[src/gcb_pkg.sv]
`default_nettype none

package gcb_pkg;

  // Field widths
  localparam int COORD_BITS      = 16;
  localparam int ANGLE_FRAC_BITS = 10;
  localparam int BEARING_BITS    = ANGLE_FRAC_BITS + 9;
  localparam int RES_BITS        = 32;
  localparam int CFG_DATA_BITS   = 32;
  localparam int CFG_INDEX_BITS  = 3;

  // Leg products and their normalised form
  localparam int LEG_BITS   = COORD_BITS + RES_BITS;
  localparam int LEG_LIMIT  = 30;
  localparam int SHIFT_BITS = $clog2(LEG_BITS - LEG_LIMIT + 1);

  // CORDIC datapath: X/Y carry gain and sign headroom, Z in 2^-24 degree
  localparam int CORDIC_STEPS = 28;
  localparam int CW           = LEG_LIMIT + 3;
  localparam int ZFRAC        = 24;
  localparam int ZW           = 32;
  localparam int ROUND_SHIFT  = ZFRAC - ANGLE_FRAC_BITS;

  localparam logic signed [ZW-1:0] Z_LIMIT = ZW'(90 << ZFRAC);
  localparam logic signed [ZW-1:0] Z_HALF  = ZW'(1 << (ROUND_SHIFT - 1));

  // Fixed bearings
  localparam logic [BEARING_BITS-1:0] DEG_90  = BEARING_BITS'(90 << ANGLE_FRAC_BITS);
  localparam logic [BEARING_BITS-1:0] DEG_180 = BEARING_BITS'(180 << ANGLE_FRAC_BITS);
  localparam logic [BEARING_BITS-1:0] DEG_270 = BEARING_BITS'(270 << ANGLE_FRAC_BITS);
  localparam logic [BEARING_BITS-1:0] DEG_360 = BEARING_BITS'(360 << ANGLE_FRAC_BITS);

  localparam logic [RES_BITS-1:0] RES_RESET = RES_BITS'(65536);

  // atan(2^-i) in 2^-24 degree, rounded to nearest
  localparam int ATAN_TAB [CORDIC_STEPS] = '{
    754974720, 445687602, 235489088, 119537938, 60000934, 30029717,
    15018523, 7509720, 3754917, 1877466, 938734, 469367, 234684, 117342,
    58671, 29335, 14668, 7334, 3667, 1833, 917, 458, 229, 115, 57, 29,
    14, 7
  };

  // Configuration register indices
  typedef enum logic [CFG_INDEX_BITS-1:0] {
    REG_CENTRE_ROW = 3'd0,
    REG_CENTRE_COL = 3'd1,
    REG_EW_RES     = 3'd2,
    REG_NS_RES     = 3'd3,
    REG_REVERSE    = 3'd4
  } gcb_reg_e;

  typedef struct packed {
    logic [COORD_BITS-1:0] cell_row;
    logic [COORD_BITS-1:0] cell_col;
  } gcb_in_t;

  typedef struct packed {
    logic [BEARING_BITS-1:0] bearing;
    logic                    at_centre;
  } gcb_out_t;

  typedef struct packed {
    logic [COORD_BITS-1:0] centre_row;
    logic [COORD_BITS-1:0] centre_col;
    logic [RES_BITS-1:0]   ew_res;
    logic [RES_BITS-1:0]   ns_res;
    logic                  reverse;
  } gcb_cfg_t;

  // Per-item flags that ride alongside the angle datapath
  typedef struct packed {
    logic at_centre;
    logic row_zero;
    logic col_zero;
    logic row_neg;
    logic col_neg;
    logic x_zero;
    logic y_zero;
  } gcb_side_t;

endpackage

`default_nettype wire

[src/gcb_legs.sv]
`default_nettype none

module gcb_legs import gcb_pkg::*; (
  input  logic                 clk,
  input  logic                 rst,
  input  logic                 adv,
  input  logic                 in_valid,
  input  gcb_in_t              in_data,
  input  gcb_cfg_t             cfg,
  output logic                 out_valid,
  output gcb_side_t            out_side,
  output logic [LEG_LIMIT-1:0] cor_x,
  output logic [LEG_LIMIT-1:0] cor_y
);

  localparam int THERM_BITS = LEG_BITS - LEG_LIMIT;

  logic                  v1, v2, v3, v4, v5;
  gcb_side_t             s1, s2, s3, s4, s5;
  logic [COORD_BITS-1:0] ax1, ay1;
  logic [LEG_BITS-1:0]   x2, y2;
  logic [LEG_BITS-1:0]   x3, y3, m3;
  logic [LEG_BITS-1:0]   x4, y4;
  logic [SHIFT_BITS-1:0] sh4;
  logic [LEG_LIMIT-1:0]  xn5, yn5;

  // Stage 1 differences, taken both ways and selected
  logic [COORD_BITS-1:0] row_up, row_dn, col_up, col_dn;
  logic                  row_neg, col_neg;
  gcb_side_t             side_next;

  always_comb begin
    row_up  = in_data.cell_row - cfg.centre_row;
    row_dn  = cfg.centre_row - in_data.cell_row;
    col_up  = in_data.cell_col - cfg.centre_col;
    col_dn  = cfg.centre_col - in_data.cell_col;
    row_neg = in_data.cell_row < cfg.centre_row;
    col_neg = in_data.cell_col < cfg.centre_col;
    side_next.row_zero  = in_data.cell_row == cfg.centre_row;
    side_next.col_zero  = in_data.cell_col == cfg.centre_col;
    side_next.at_centre = side_next.row_zero && side_next.col_zero;
    side_next.row_neg   = row_neg;
    side_next.col_neg   = col_neg;
    side_next.x_zero    = 1'b0;
    side_next.y_zero    = 1'b0;
  end

  // Stage 4 normalising shift: count of leading bit positions above the limit in use
  logic [THERM_BITS-1:0] therm;
  logic [SHIFT_BITS-1:0] sh_next;

  always_comb begin
    for (int j = 0; j < THERM_BITS; j++) begin
      therm[j] = (m3 >> (LEG_LIMIT + j)) != '0;
    end
    sh_next = SHIFT_BITS'($countones(therm));
  end

  logic [LEG_BITS-1:0] xs5, ys5;
  assign xs5 = x4 >> sh4;
  assign ys5 = y4 >> sh4;

  // Valid bits
  always_ff @(posedge clk) begin
    if (rst) begin
      v1 <= 1'b0;
      v2 <= 1'b0;
      v3 <= 1'b0;
      v4 <= 1'b0;
      v5 <= 1'b0;
    end else if (adv) begin
      v1 <= in_valid;
      v2 <= v1;
      v3 <= v2;
      v4 <= v3;
      v5 <= v4;
    end
  end

  // Datapath stages
  always_ff @(posedge clk) begin
    if (adv) begin
      // stage 1: absolute differences
      ax1 <= col_neg ? col_dn : col_up;
      ay1 <= row_neg ? row_dn : row_up;
      s1  <= side_next;
      // stage 2: scale by cell size
      x2 <= LEG_BITS'(ax1) * LEG_BITS'(cfg.ew_res);
      y2 <= LEG_BITS'(ay1) * LEG_BITS'(cfg.ns_res);
      s2 <= s1;
      // stage 3: larger leg and zero checks
      x3 <= x2;
      y3 <= y2;
      m3 <= (x2 > y2) ? x2 : y2;
      s3 <= '{at_centre: s2.at_centre, row_zero: s2.row_zero, col_zero: s2.col_zero,
              row_neg: s2.row_neg, col_neg: s2.col_neg,
              x_zero: x2 == '0, y_zero: y2 == '0};
      // stage 4: shift amount
      x4  <= x3;
      y4  <= y3;
      sh4 <= sh_next;
      s4  <= s3;
      // stage 5: normalised legs
      xn5 <= xs5[LEG_LIMIT-1:0];
      yn5 <= ys5[LEG_LIMIT-1:0];
      s5  <= s4;
    end
  end

  // CORDIC starts with X on the north-south leg, Y on the east-west leg
  assign out_valid = v5;
  assign out_side  = s5;
  assign cor_x     = yn5;
  assign cor_y     = xn5;

endmodule

`default_nettype wire

[config.mk]
export PLATFORM = sky130hd
export DESIGN_NAME = gcb_legs
export DESIGN_NICKNAME = d
export VERILOG_FILES = /design/src/gcb_pkg.sv /design/src/gcb_legs.sv
export SDC_FILE = /design/constraint.sdc
export NUM_CORES = 2
export LEC_CHECK = 0
export ABC_AREA = 1
export BUFFER_PORTS_ARGS = -buffer_cell sky130_fd_sc_hd__buf_2
export CORE_MARGIN = 2
export CORE_UTILIZATION = 30
export DETAILED_ROUTE_END_ITERATION = 7
export GPL_TIMING_DRIVEN = 0
export PLACE_DENSITY = 0.52
export SLEW_MARGIN = 20
export SYNTH_ARGS = -nofsm -noshare
export SYNTH_HDL_FRONTEND = slang
export SYNTH_SLANG_ARGS = --single-unit
[constraint.sdc]
create_clock -name clk -period 5.7 [get_ports clk]
set_input_delay 0.57 -clock clk [delete_from_list [all_inputs] [get_ports clk]]
set_output_delay 0.57 -clock clk [all_outputs]
set_load 0.02 [all_outputs]
==> out/summary.md <==
The run finished, with violations left. The final reports fail on design-rule violations, negative setup slack. The overall routed net length is 200000 um. The area of the multi-input gates is 40300 sq um, and the post-CTS clock slew at the launch and capture registers of the worst setup and hold paths is 0.06 ns. The core outline area came out at 193000 sq um.

The routed design could run at a clock period as short as 5.75 ns. For the number of max-capacitance violations reported, the log shows 0. Share of synthesized area occupied by flip-flops and latches: 0.226.

The level count of the clock H-tree is 2, and the cell area after placement is 62100 sq um. The number of violations reported at the end of detailed-routing iteration 0 was 3833; the actual transition at the worst max-transition pin was 0.808 ns. The tools report the kind of launch point of the worst setup path as a primary input. The maximum net fanout on the critical path came out at 10. The tools report the sum of overflow across all layers after global routing as 0. The most used flip-flop cell after synthesis is sky130_fd_sc_hd__edfxtp_1.

Critical setup path kind: in -> reg. The number of hold-repair buffers added at the cts stage is 0. The clock tree root buffer cell is sky130_fd_sc_hd__clkbuf_16.

The wire length of the first global-routing pass is 301000 um, and the HPWL after detailed placement is 163000 um. The number of detailed-routing iterations run before antenna repair is 8. The sort of element at the end of the critical path is a register. The cell area that synthesis handed to floorplanning was 58200 sq um.

The relative slew slack is 0.461, and the pin count of the biggest net entering global routing is 102. After detailed routing, the average wire length per cell comes to 19.8 um. The tools report the minimum setup slack in the final design as -0.0477 ns. The min-delay analysis places its worst path in the category in -> reg. Most common cell in the netlist: sky130_fd_sc_hd__nand2_1. The floorplan step set the die height to 444 um. The die outline width was 444 um. The area enclosed by the die boundary is 197000 sq um, and the filler cell count in the final layout is 20.0k. The post-synth net total came out at 8517. TritonCTS built the clock tree.

The insertion delay to the later sink of the worst-skew pair was 0.65 ns; the count of pins over their slew limit was 0. The logs give 0.0323 ns for the setup skew after layout and 0.947 for the global placer's final weighted congestion. The share of the cycle needed by the critical path after routing is 1.01, and the number of standard-cell rows in the floorplan is 161.

The fraction of layout instances using a drive strength above 1 is 0.170, and the cell area after layout is 69400 sq um. The logs give 6.09 ns for the data required time at the worst endpoint and 3 for the final routed DRC violation total. The total count of hold-check failures in the final report is 0, and the via count of the routed design is 48.3k. The final design utilization came out at 0.361. In this run the remaining antenna-violating nets after routing total 0. The number of global-route vias before repair was 49.0k; the warning count from the yosys run was 0. Input and output buffers added on the ports amount to 135. After synthesis, the most frequently instantiated cells are 2152 x sky130_fd_sc_hd__nand2_1, 1655 x sky130_fd_sc_hd__inv_1, 852 x sky130_fd_sc_hd__fa_1, 434 x sky130_fd_sc_hd__edfxtp_1, 358 x sky130_fd_sc_hd__ha_1. Counting every instance in the synthesized netlist gives 7174.

The post-synthesis sequential element count was 439. Across all hold checks on the routed design, the worst slack comes to 0.162 ns. The run gives 12 as the initial antenna violation count. The share of the synthesized area in the top cell type is 0.293, and the highest clock rate is 0.174 GHz.

The clock sink count was 439. Synthesis instantiated 55 different standard cells from the library. The share of flip-flops with an asynchronous set or reset after synthesis was 0; the total I/O pin count was 201. For the all-layer global routing usage, the log shows 0.200.

Summed over all failing endpoints, the final setup total negative slack is -0.126 ns. The synthesized design contains 434 enable-type register cells. The tools report the register area as 13100 sq um. The area growth from synthesis to layout was 19.4%; the number of CTS-inserted buffers was 49.

The run gives 8868 as the final layout net count. Sorting the synthesized cells by area gives the leading types as sky130_fd_sc_hd__fa_1 29%, sky130_fd_sc_hd__edfxtp_1 22%, sky130_fd_sc_hd__nand2_1 14%. The tools report the maximum number of buffers from clock root to sink as 3. Data on the critical path arrives at its endpoint at 6.14 ns. The routed via count divided by cell count came out at 4.78.

Setup violations remaining at the end of the flow were counted as 6. The starting density of the core came out at 0.302. The biggest area contributor in the post-synthesis netlist is sky130_fd_sc_hd__fa_1. Setup repair after global routing could not meet its margin everywhere. Post-synthesis area per instance: 8.11 sq um.
## flip-flops by register name, summed over array words and instances (netlist names)
register and cells:
x2 48, x3 48, x4 48, y2 48, y3 48, y4 48, cor_x 30, cor_y 30
m3 18, ax1 16, ay1 16, out_side 7, s3 7, s4 7, s1 5, s2 5
sh4 5, out_valid 1, v1 1, v2 1, v3 1, v4 1
## repair_timing
| item | CTS | global route |
|---|---|---|
| buffers inserted | 73 | 84 |
| setup endpoints to repair | 73 | 66 |
| gates resized for setup | 559 | 778 |
| cloned | 4 | 5 |
| pin swaps | 35 | 252 |
## routing by layer
metal,vias up,wire (um),GRT usage
met3,330,13200,0.0262
met5,-,55,0
met4,8,7060,0.0619
met1,23900,89600,0.283
li1,22300,-,-
met2,1728,90000,0.318
## stage by stage
stage	worst slack [ns]	instances
finish	-0.0477	10100
global route	-0.183	10100
global placement	-3.08	9835
CTS	-0.0268	10000
detailed placement	-1.26	9839
floorplan	0.00618	7174
## path summary, 6_finish.rpt
kind            from         to  slack [ns]  cells after the start
min reg2reg   y3[32]     y4[32]        0.39                      0
min              rst  out_valid        0.16                      2
max reg2reg   ay1[4]     y2[22]       -0.02                     22
max          cfg[10]     y2[22]       -0.05                     21
## worst max-delay path, stage by stage
cell and delay (ns):
sky130_fd_sc_hd__buf_1 0.38, sky130_fd_sc_hd__clkbuf_4 0.39, sky130_fd_sc_hd__nand2_1 0.11, sky130_fd_sc_hd__fa_1 0.55, sky130_fd_sc_hd__inv_2 0.04, sky130_fd_sc_hd__fa_1 0.51, sky130_fd_sc_hd__fa_2 0.48, sky130_fd_sc_hd__fa_1 0.53
sky130_fd_sc_hd__fa_1 0.54, sky130_fd_sc_hd__inv_2 0.05, sky130_fd_sc_hd__fa_2 0.58, sky130_fd_sc_hd__inv_2 0.06, sky130_fd_sc_hd__ha_4 0.28, sky130_fd_sc_hd__nand2_4 0.09, sky130_fd_sc_hd__nor2_4 0.05, sky130_fd_sc_hd__buf_4 0.13
sky130_fd_sc_hd__nand2_2 0.06, sky130_fd_sc_hd__nand2_2 0.08, sky130_fd_sc_hd__nand3b_1 0.29, sky130_fd_sc_hd__buf_6 0.20, sky130_fd_sc_hd__xor2_4 0.15
## area by class of cell
type,instances,area share
clock inverter,31,0.00423
tap,2526,0.0455
antenna,5,0.000180
sequential,439,0.189
multi-input combinational,4735,0.580
clock buffer,58,0.0181
inverter,1665,0.0901
timing repair buffer,305,0.0353
buffer,330,0.0372
## kinds of logic (layout without fill, tap and decap cells)
family | after synthesis | in the layout | synth area share
buffers and inverters | 2000 | 2389 | 0.133
adder cells (fa/ha/maj) | 1210 | 1210 | 0.370
flip-flops | 439 | 439 | 0.226
multiplexers | 26 | 26 | 0.00448
AO/OA/AOI/OAI | 569 | 569 | 0.0548
other | 0 | 5 | 0
XOR/XNOR | 105 | 105 | 0.0158
AND/OR/NAND/NOR | 2825 | 2825 | 0.196
## layout by cell type, fill, tap and decap left out, types with 27 or more instances in the layout
cell type                   synthesis  final
sky130_fd_sc_hd__nand2_1         2152   1977
sky130_fd_sc_hd__inv_1           1655   1562
sky130_fd_sc_hd__fa_1             852    800
sky130_fd_sc_hd__edfxtp_1         434    434
sky130_fd_sc_hd__ha_1             358    297
sky130_fd_sc_hd__nand3_1          304    283
sky130_fd_sc_hd__buf_2             40    181
sky130_fd_sc_hd__o21ai_0          213    171
sky130_fd_sc_hd__nor2_1           216    143
sky130_fd_sc_hd__nand2_2            4    129
sky130_fd_sc_hd__a21oi_1          207    128
sky130_fd_sc_hd__buf_4             15    120
sky130_fd_sc_hd__inv_2              8     99
sky130_fd_sc_hd__clkbuf_1         253     86
sky130_fd_sc_hd__clkbuf_2           6     80
sky130_fd_sc_hd__xor2_1            89     80
sky130_fd_sc_hd__clkbuf_16          0     61
sky130_fd_sc_hd__a21oi_2            2     59
sky130_fd_sc_hd__buf_6             12     57
sky130_fd_sc_hd__ha_4               0     57
sky130_fd_sc_hd__nor2_4             1     53
sky130_fd_sc_hd__fa_2               0     52
sky130_fd_sc_hd__nand2_4            2     51
sky130_fd_sc_hd__o21ai_1           26     41
sky130_fd_sc_hd__buf_12             0     35
sky130_fd_sc_hd__o21a_1            35     35
sky130_fd_sc_hd__o211ai_1          34     34
sky130_fd_sc_hd__o21ai_2            8     31
sky130_fd_sc_hd__buf_8              0     27
Power is not shown: default switching activity piles up to over one toggle a cycle in this logic, so the estimate is an artifact.
