File: src/gcb_pkg.sv
`default_nettype none

package gcb_pkg;

  // Field widths
  localparam int COORD_BITS      = 16;
  localparam int ANGLE_FRAC_BITS = 10;
  localparam int BEARING_BITS    = ANGLE_FRAC_BITS + 9;
  localparam int RES_BITS        = 32;
  localparam int CFG_DATA_BITS   = 32;
  localparam int CFG_INDEX_BITS  = 3;

  // Leg products and their normalised form
  localparam int LEG_BITS   = COORD_BITS + RES_BITS;
  localparam int LEG_LIMIT  = 30;
  localparam int SHIFT_BITS = $clog2(LEG_BITS - LEG_LIMIT + 1);

  // CORDIC datapath: X/Y carry gain and sign headroom, Z in 2^-24 degree
  localparam int CORDIC_STEPS = 28;
  localparam int CW           = LEG_LIMIT + 3;
  localparam int ZFRAC        = 24;
  localparam int ZW           = 32;
  localparam int ROUND_SHIFT  = ZFRAC - ANGLE_FRAC_BITS;

  localparam logic signed [ZW-1:0] Z_LIMIT = ZW'(90 << ZFRAC);
  localparam logic signed [ZW-1:0] Z_HALF  = ZW'(1 << (ROUND_SHIFT - 1));

  // Fixed bearings
  localparam logic [BEARING_BITS-1:0] DEG_90  = BEARING_BITS'(90 << ANGLE_FRAC_BITS);
  localparam logic [BEARING_BITS-1:0] DEG_180 = BEARING_BITS'(180 << ANGLE_FRAC_BITS);
  localparam logic [BEARING_BITS-1:0] DEG_270 = BEARING_BITS'(270 << ANGLE_FRAC_BITS);
  localparam logic [BEARING_BITS-1:0] DEG_360 = BEARING_BITS'(360 << ANGLE_FRAC_BITS);

  localparam logic [RES_BITS-1:0] RES_RESET = RES_BITS'(65536);

  // atan(2^-i) in 2^-24 degree, rounded to nearest
  localparam int ATAN_TAB [CORDIC_STEPS] = '{
    754974720, 445687602, 235489088, 119537938, 60000934, 30029717,
    15018523, 7509720, 3754917, 1877466, 938734, 469367, 234684, 117342,
    58671, 29335, 14668, 7334, 3667, 1833, 917, 458, 229, 115, 57, 29,
    14, 7
  };

  // Configuration register indices
  typedef enum logic [CFG_INDEX_BITS-1:0] {
    REG_CENTRE_ROW = 3'd0,
    REG_CENTRE_COL = 3'd1,
    REG_EW_RES     = 3'd2,
    REG_NS_RES     = 3'd3,
    REG_REVERSE    = 3'd4
  } gcb_reg_e;

  typedef struct packed {
    logic [COORD_BITS-1:0] cell_row;
    logic [COORD_BITS-1:0] cell_col;
  } gcb_in_t;

  typedef struct packed {
    logic [BEARING_BITS-1:0] bearing;
    logic                    at_centre;
  } gcb_out_t;

  typedef struct packed {
    logic [COORD_BITS-1:0] centre_row;
    logic [COORD_BITS-1:0] centre_col;
    logic [RES_BITS-1:0]   ew_res;
    logic [RES_BITS-1:0]   ns_res;
    logic                  reverse;
  } gcb_cfg_t;

  // Per-item flags that ride alongside the angle datapath
  typedef struct packed {
    logic at_centre;
    logic row_zero;
    logic col_zero;
    logic row_neg;
    logic col_neg;
    logic x_zero;
    logic y_zero;
  } gcb_side_t;

endpackage

`default_nettype wire

File: src/gcb_place.sv
`default_nettype none

module gcb_place import gcb_pkg::*; (
  input  logic                 clk,
  input  logic                 rst,
  input  logic                 adv,
  input  logic                 reverse,
  input  logic                 in_valid,
  input  gcb_side_t            in_side,
  input  logic signed [ZW-1:0] z,
  output logic                 out_valid,
  output gcb_out_t             out_data
);

  logic                    v1, v2, v3;
  gcb_side_t               s1;
  logic [BEARING_BITS-1:0] a1;
  logic [BEARING_BITS-1:0] b2;
  logic                    at2;
  gcb_out_t                o3;

  // Clamp to a quarter turn and round to output units
  logic signed [ZW-1:0]    zr;
  logic [BEARING_BITS-1:0] alpha_next;

  assign zr = z + Z_HALF;

  always_comb begin
    priority if (in_side.x_zero) alpha_next = '0;
    else if (in_side.y_zero)     alpha_next = DEG_90;
    else if (z[ZW-1])            alpha_next = '0;
    else if (z > Z_LIMIT)        alpha_next = DEG_90;
    else                         alpha_next = BEARING_BITS'(zr[ZW-1:ROUND_SHIFT]);
  end

  // Place in quadrant, forward sense
  logic [BEARING_BITS-1:0] b_next;

  always_comb begin
    priority if (s1.at_centre) b_next = '0;
    else if (s1.col_zero)      b_next = s1.row_neg ? '0 : DEG_180;
    else if (s1.row_zero)      b_next = s1.col_neg ? DEG_270 : DEG_90;
    else if (!s1.col_neg)      b_next = s1.row_neg ? a1 : DEG_180 - a1;
    else                       b_next = s1.row_neg ? DEG_360 - a1 : DEG_180 + a1;
  end

  // Reverse sense and wrap the full circle
  logic [BEARING_BITS:0]   bsum;
  logic [BEARING_BITS-1:0] bout;

  always_comb begin
    bsum = {1'b0, b2} + ((reverse && !at2) ? {1'b0, DEG_180} : '0);
    if (bsum >= {1'b0, DEG_360}) begin
      bout = BEARING_BITS'(bsum - {1'b0, DEG_360});
    end else begin
      bout = bsum[BEARING_BITS-1:0];
    end
  end

  always_ff @(posedge clk) begin
    if (rst) begin
      v1 <= 1'b0;
      v2 <= 1'b0;
      v3 <= 1'b0;
    end else if (adv) begin
      v1 <= in_valid;
      v2 <= v1;
      v3 <= v2;
    end
  end

  always_ff @(posedge clk) begin
    if (adv) begin
      a1           <= alpha_next;
      s1           <= in_side;
      b2           <= b_next;
      at2          <= s1.at_centre;
      o3.bearing   <= bout;
      o3.at_centre <= at2;
    end
  end

  assign out_valid = v3;
  assign out_data  = o3;

endmodule

`default_nettype wire

File: config.mk
export PLATFORM = sky130hd
export DESIGN_NAME = gcb_place
export DESIGN_NICKNAME = d
export VERILOG_FILES = /design/src/gcb_pkg.sv /design/src/gcb_place.sv
export SDC_FILE = /design/constraint.sdc
export NUM_CORES = 1
export LEC_CHECK = 0
export BUFFER_PORTS_ARGS = -buffer_cell sky130_fd_sc_hd__buf_2
export CORE_MARGIN = 2
export CORE_UTILIZATION = 50
export DETAILED_ROUTE_END_ITERATION = 6
export PLACE_DENSITY = 0.82
export SETUP_SLACK_MARGIN = 0.15
export SYNTH_ARGS = -nofsm -noshare
export SYNTH_HDL_FRONTEND = slang
export SYNTH_SLANG_ARGS = --single-unit
export TNS_END_PERCENT = 5
File: constraint.sdc
create_clock -name clk -period 5 [get_ports clk]
set_input_delay 1 -clock clk [delete_from_list [all_inputs] [get_ports clk]]
set_output_delay 1 -clock clk [all_outputs]
set_load 0.01 [all_outputs]
==> results.toml, run 1 <==
[outcome]
status = "finished clean"

[sta]
finalHoldViolations = 0
fin_ws_ns = 1.53
tns_ns = 0
fmax_ghz = 0.288
fin_crit_sh = 0.695
slew_viol_final = 0
rsz0062_at_grt = "false"
worstMarginPinSlew_ns = 0.807
hold_slack_ns = 0.419
setup_viol = 0
slew_headroom = 0.462
finClkSkew_ns = 0.00698
finalCriticalPeriod_ns = 3.47

[layout]
layout_commonest_cell = "buf_2"
drive_gt1_frac = 0.234
design_area_mm2 = 0.00433
final_core_util = 0.597
final_cell_mix = "buf_2 (64), edfxtp_1 (63), nor2_1 (39)"
diodes = 0
final_nets = 462
area_growth_pct = 15.4

[placement]
place_congestion = 0.880
postPlaceCellArea_mm2 = 0.00413
hpwl_mm = 4.88
port_buffers = 64
pre_cts_ws_ns = 1.19

[critical_path]
crit_buf_inv = 2
path_cells = "buf_2, nand2b_1, clkinv_2, ha_1, ha_1, o311ai_0, a21oi_1, xnor2_1, nor2_1, a221oi_1, a31oi_1"
worst-path-max-fanout = 8
cp.required_ns = 5.07
cpPeakStageDelay_ns = 0.44
critPathArrivalTime_ns = 3.54
cp_slowest_cell = "xnor2_1"
crit_top_cell = "ha_1"
cpLargestDelayFamily = "compound AO/OA/AOI/OAI gates"
critPathKind = "in -> reg"
cp-start-kind = "primary input"
endpoint_kind = "flip-flop"

[logic_synthesis]
synth_edf_count = 63
synth_flop_cell = "edfxtp_1"
ys_ff_latch = 66
synthesis.nets = 400
synth.avg_cell_area_um2 = 10.8
yosys_warnings = 0
syn-cell-area_mm2 = 0.00375
syn_inst = 347
yosysSeqAreaShare = 0.521
synth_cell_types = 59
async_reset_ff_frac = 0

[drt]
ant_nets = 0
dr.first_iter.drc_count = 155
finalWirelength_mm = 6.72
viasPerCell = 5.47
drc_errors = 0
vias = 2806
routedWlPerCell_um = 13.1
drt-pass1-iter-count = 4

[global_routing]
grt_pass1_wl_mm = 11.4
grt.overflow.total = 0
grt_use_total = 0.171
grt_max_degree = 67
first_global_vias = 2704
antenna_found_initial = 0

[clocking]
hold_buffers = 0
ctsResizeCount = 0
h-tree-depth = 3
ctsLongestPathBuffers = 2
root_buffer = "clkbuf_8"
clock_sinks = 66
clk_pin_slew_worst_paths_ns = 0.07
clkLatencyLatePin_ns = 0.33
numCtsBuffers = 9
cts_tree = "done"
post_cts_buffers = 0

[power_and_ir_drop]
vdd_ir_drop_max_uv = 138
p_leak_nw = 1.66
power_density_mw_per_mm2 = 306

[floorplanning]
fp.dieArea_mm2 = 0.00821
num_io_pins = 65
start_util = 0.517
die_w_um = 90.6
coreArea_mm2 = 0.00725
die_h_um = 90.6
std_cell_rows = 31

[min_path]
hold_path_class = "reg -> reg"

[job]
maxCapViolCount = 0
[where the power goes]
group	total (mW)	internal, mW	switching, mW
Combinational	0.203	0.0904	0.113
Clock	0.429	0.228	0.201
Sequential	0.691	0.653	0.0380
[state kept, by name, indices dropped and copies added, names as in the netlist]
register,cells
v2,1
a1,18
out_valid,1
v1,1
s1,5
out_data,20
b2,19
at2,1
[kinds of logic after synthesis]
| group | Yosys count | synth area share |
|---|---|---|
| compound gates | 80 | 0.147 |
| simple gates | 122 | 0.171 |
| other cells | 1 | 0.00100 |
| flops | 66 | 0.521 |
| fa+ha+maj | 9 | 0.0300 |
| mux | 5 | 0.0133 |
| buf+inv | 28 | 0.0327 |
| xor+xnor | 36 | 0.0841 |
[final cells by class]
class / instances / area [um^2]
Multi-Input combinational cell: 253 / 1680
Clock buffer: 9 / 124
Fill cell: 615 / 2930
Inverter: 14 / 53.8
Sequential cell: 66 / 1950
Tap cell: 99 / 124
Timing Repair Buffer: 65 / 328
Clock inverter: 7 / 70.1
[metrics by stage]
step                      total power [mW]  cells
after global placement               0.897    497
after global routing                  1.38    513
after floorplan                      0.833    347
after CTS                             1.33    513
final                                 1.32    513
after detailed placement             0.906    497
[Yosys cell counts (3+ instances only)]
cell      number  area, um^2
ha_1           9         113
nor3_2         3        30.0
inv_1         13        48.8
and3_1         9        56.3
o21ai_0       15        75.1
edfxtp_1      63        1890
mux2i_1        5        50.1
nor2_1        39         146
dfxtp_1        3        60.1
nand3_1       12        60.1
nor4_1         6        37.5
a21oi_1       27         135
nand2b_1       4        25.0
nand2_1       16        60.1
xnor2_1       18         158
clkbuf_1      11        41.3
or3_1          5        31.3
xor2_1        18         158
nand4_1        6        37.5
a31oi_1        5        31.3
nor2b_1        3        18.8
nor3_1         9        45.0
[per-layer routing]
metal  track usage  part of all wire  vias up
li1              -                 -     1419
met1         0.200              0.43     1271
met2         0.281              0.49      100
met3        0.0526             0.059       16
met4        0.0936             0.022        0
met5             0                 0        -
[path summary, 6_finish.rpt]
check	startpoint	to	slack, ns	cells after the start
max	reverse	out_data[18]	1.53	11
min	b2[9]	out_data[10]	0.42	0
max reg2reg	at2	out_data[18]	1.85	10
min reg2reg	b2[9]	out_data[10]	0.42	0
Note: power is estimated with default switching activity, not from simulation.
==> run 2: changes to the inputs <==
Settings changed: ABC_AREA from default to 1, PLACE_DENSITY 0.82 to 0.85.
Clock period 5 ns to 3.03 ns, I/O delays scaled along.
==> run 2 against run 1 <==
Compared with the run above:
- sequential power is 62% higher
- worst hold slack worse by 0.0013 ns
- clock skew is 0.0018 ns higher
- critical path depth grew 1
- core utilization fell by 0.081 points
- final area is 5.8% higher
- final cell count grew 26%
- critical path type is now reg -> reg
==> results.toml, run 2 <==
[placement]
place_congestion = 0.892
hpwl_mm = 5.74
postPlaceCellArea_mm2 = 0.00440
port_buffers = 64

[floorplanning]
coreArea_mm2 = 0.00769
start_util = 0.514
fp.dieArea_mm2 = 0.00863
std_cell_rows = 32
die_w_um = 92.9
die_h_um = 92.9
num_io_pins = 65

[clocking]
ctsLongestPathBuffers = 2
ctsResizeCount = 0
root_buffer = "clkbuf_8"
clk_pin_slew_worst_paths_ns = 0.07
h-tree-depth = 3
post_cts_buffers = 0
numCtsBuffers = 9
clkLatencyLatePin_ns = 0.34
cts_tree = "done"
clock_sinks = 66
hold_buffers = 0

[layout]
drive_gt1_frac = 0.218
design_area_mm2 = 0.00458
final_core_util = 0.596
final_nets = 595
layout_commonest_cell = "nand2_1"
largest_register_ffs = 20
diodes = 0
area_growth_pct = 15.9
final_cell_mix = "nand2_1 (123), buf_2 (64), edfxtp_1 (63)"

[logic_synthesis]
syn_inst = 469
syn-cell-area_mm2 = 0.00395
synth_top_area_frac = 0.479
synth.mux.area_fraction = 0
synth_flop_cell = "edfxtp_1"
synth_edf_count = 63
synthTopCellsByCount = "nand2_1 (123), edfxtp_1 (63), inv_1 (58)"
yosysTopAreaCell = "edfxtp_1"
synth.most_common_cell = "nand2_1"
synth.avg_cell_area_um2 = 8.42
synth-adder-area-share = 0.0285
yosysSeqAreaShare = 0.494
async_reset_ff_frac = 0
synthTopCellsByArea = "edfxtp_1 (48%), nand2_1 (12%), inv_1 (5.5%), nor2_1 (4.0%), nand3_1 (3.9%)"
synthesis.nets = 522
synth_compound_area_frac = 0.0865
synth_simple_gate_area_share = 0.299
synth_cell_types = 37
synth_top_family_by_area = "simple AND/OR/NAND/NOR gates"
synth_xor_area_frac = 0.0263
yosys_warnings = 0
ys_ff_latch = 66

[drt]
finalWirelength_mm = 7.41
viasPerCell = 5.10
dr.first_iter.drc_count = 209
routedWlPerCell_um = 11.4
drc_errors = 0
drt-pass1-iter-count = 5
ant_nets = 0
vias = 3307

[critical_path]
path_cells = "nor2_4, ha_1, ha_1, inv_1, nand2_1, nand2_1, ha_1, or2_2, o21ai_0, nand2_1, nand2_1, nand2_1"
critPathArrivalTime_ns = 2.39
cpLargestDelayFamily = "simple AND/OR/NAND/NOR gates"
cp.required_ns = 3.13
endpoint_kind = "flip-flop"
cpPeakStageDelay_ns = 0.45
cp_slowest_cell = "edfxtp_1"
crit_top_cell = "nand2_1"
cp-start-kind = "flip-flop"
crit_buf_inv = 1
worst-path-max-fanout = 5
critPathKind = "reg -> reg"

[sta]
slew_viol_final = 0
tns_ns = 0
setup_viol = 0
finalCriticalPeriod_ns = 2.29
worstMarginPinSlew_ns = 0.816
fmax_ghz = 0.436
hold_slack_ns = 0.418
rsz0062_at_grt = "false"
fin_crit_sh = 0.757
finClkSkew_ns = 0.00873
finalHoldViolations = 0
slew_headroom = 0.456

[global_routing]
grt_pass1_wl_mm = 12.7
antenna_found_initial = 0
grt.overflow.total = 0
first_global_vias = 3039
grt_use_total = 0.185
grt_max_degree = 37

[power_and_ir_drop]
power_density_mw_per_mm2 = 472
p_total_mw = 2.16
p_leak_nw = 2.04
vdd_ir_drop_max_uv = 207

[min_path]
hold_path_class = "reg -> reg"

[job]
maxCapViolCount = 0

[outcome]
status = "finished clean"
## run 2: cell count changes in the layout (fill, tap and decap cells not counted), sizes merged, moves of 6 or more
cell / before / now
nand2: 16 / 130
inv: 13 / 61
nand3: 12 / 34
nor2: 39 / 59
xnor2: 18 / 5
o21ai: 17 / 29
xor2: 18 / 6
and3: 11 / 0
nor3: 12 / 6
## run 2: cells by family after synthesis
kind of cell / Yosys count
AND/OR/NAND/NOR: 253
buffers and inverters: 65
XOR/XNOR: 11
other: 1
flip-flops: 66
adder cells (fa/ha/maj): 9
AO/OA/AOI/OAI: 64
## run 2: path summary, 6_finish.rpt
| kind | startpoint | end | slack (ns) | cells past startpoint |
|---|---|---|---|---|
| max | at2 | out_data[18] | 0.74 | 12 |
| min | b2[9] | out_data[10] | 0.42 | 0 |
| max reg2reg | at2 | out_data[18] | 0.74 | 12 |
| min reg2reg | b2[9] | out_data[10] | 0.42 | 0 |
## run 2: where the power goes
group	switching, mW	leakage [nW]	total (mW)	internal (mW)
registers	0.0430	0.658	1.12	1.08
clock network	0.314	0.0885	0.683	0.369
logic	0.228	1.29	0.360	0.132
## run 2: worst register-to-register path, cell delays in order, from the launching register on
cell	delay (ns)
edfxtp_1	0.45
nor2_4	0.18
ha_1	0.18
ha_1	0.18
inv_1	0.05
nand2_1	0.06
nand2_1	0.09
ha_1	0.23
or2_2	0.30
o21ai_0	0.16
nand2_1	0.07
nand2_1	0.06
nand2_1	0.04
## run 2: layer usage
metal | part of all wire | track usage | routed length (um) | vias up
met2 | 0.50 | 0.321 | 3720 | 110
met5 | 0 | 0 | 0 | -
met4 | 0.023 | 0.0895 | 170 | 0
li1 | - | - | - | 1714
met1 | 0.42 | 0.217 | 3150 | 1468
met3 | 0.051 | 0.0407 | 376 | 15
## run 2: layout make-up
cell class | count | area [um^2]
timing repair buffer | 65 | 340
clock inverter | 6 | 58.8
tap | 102 | 128
fill | 697 | 3110
sequential | 66 | 1950
inverter | 62 | 233
multi-input combinational | 338 | 1740
clock buffer | 9 | 124
## run 2: per-stage QoR
step | setup WS [ns] | std cells
after floorplan | 0.664 | 469
after global placement | 0.496 | 633
after detailed placement | 0.446 | 633
after CTS | 0.726 | 648
after global routing | 0.552 | 648
final | 0.736 | 648
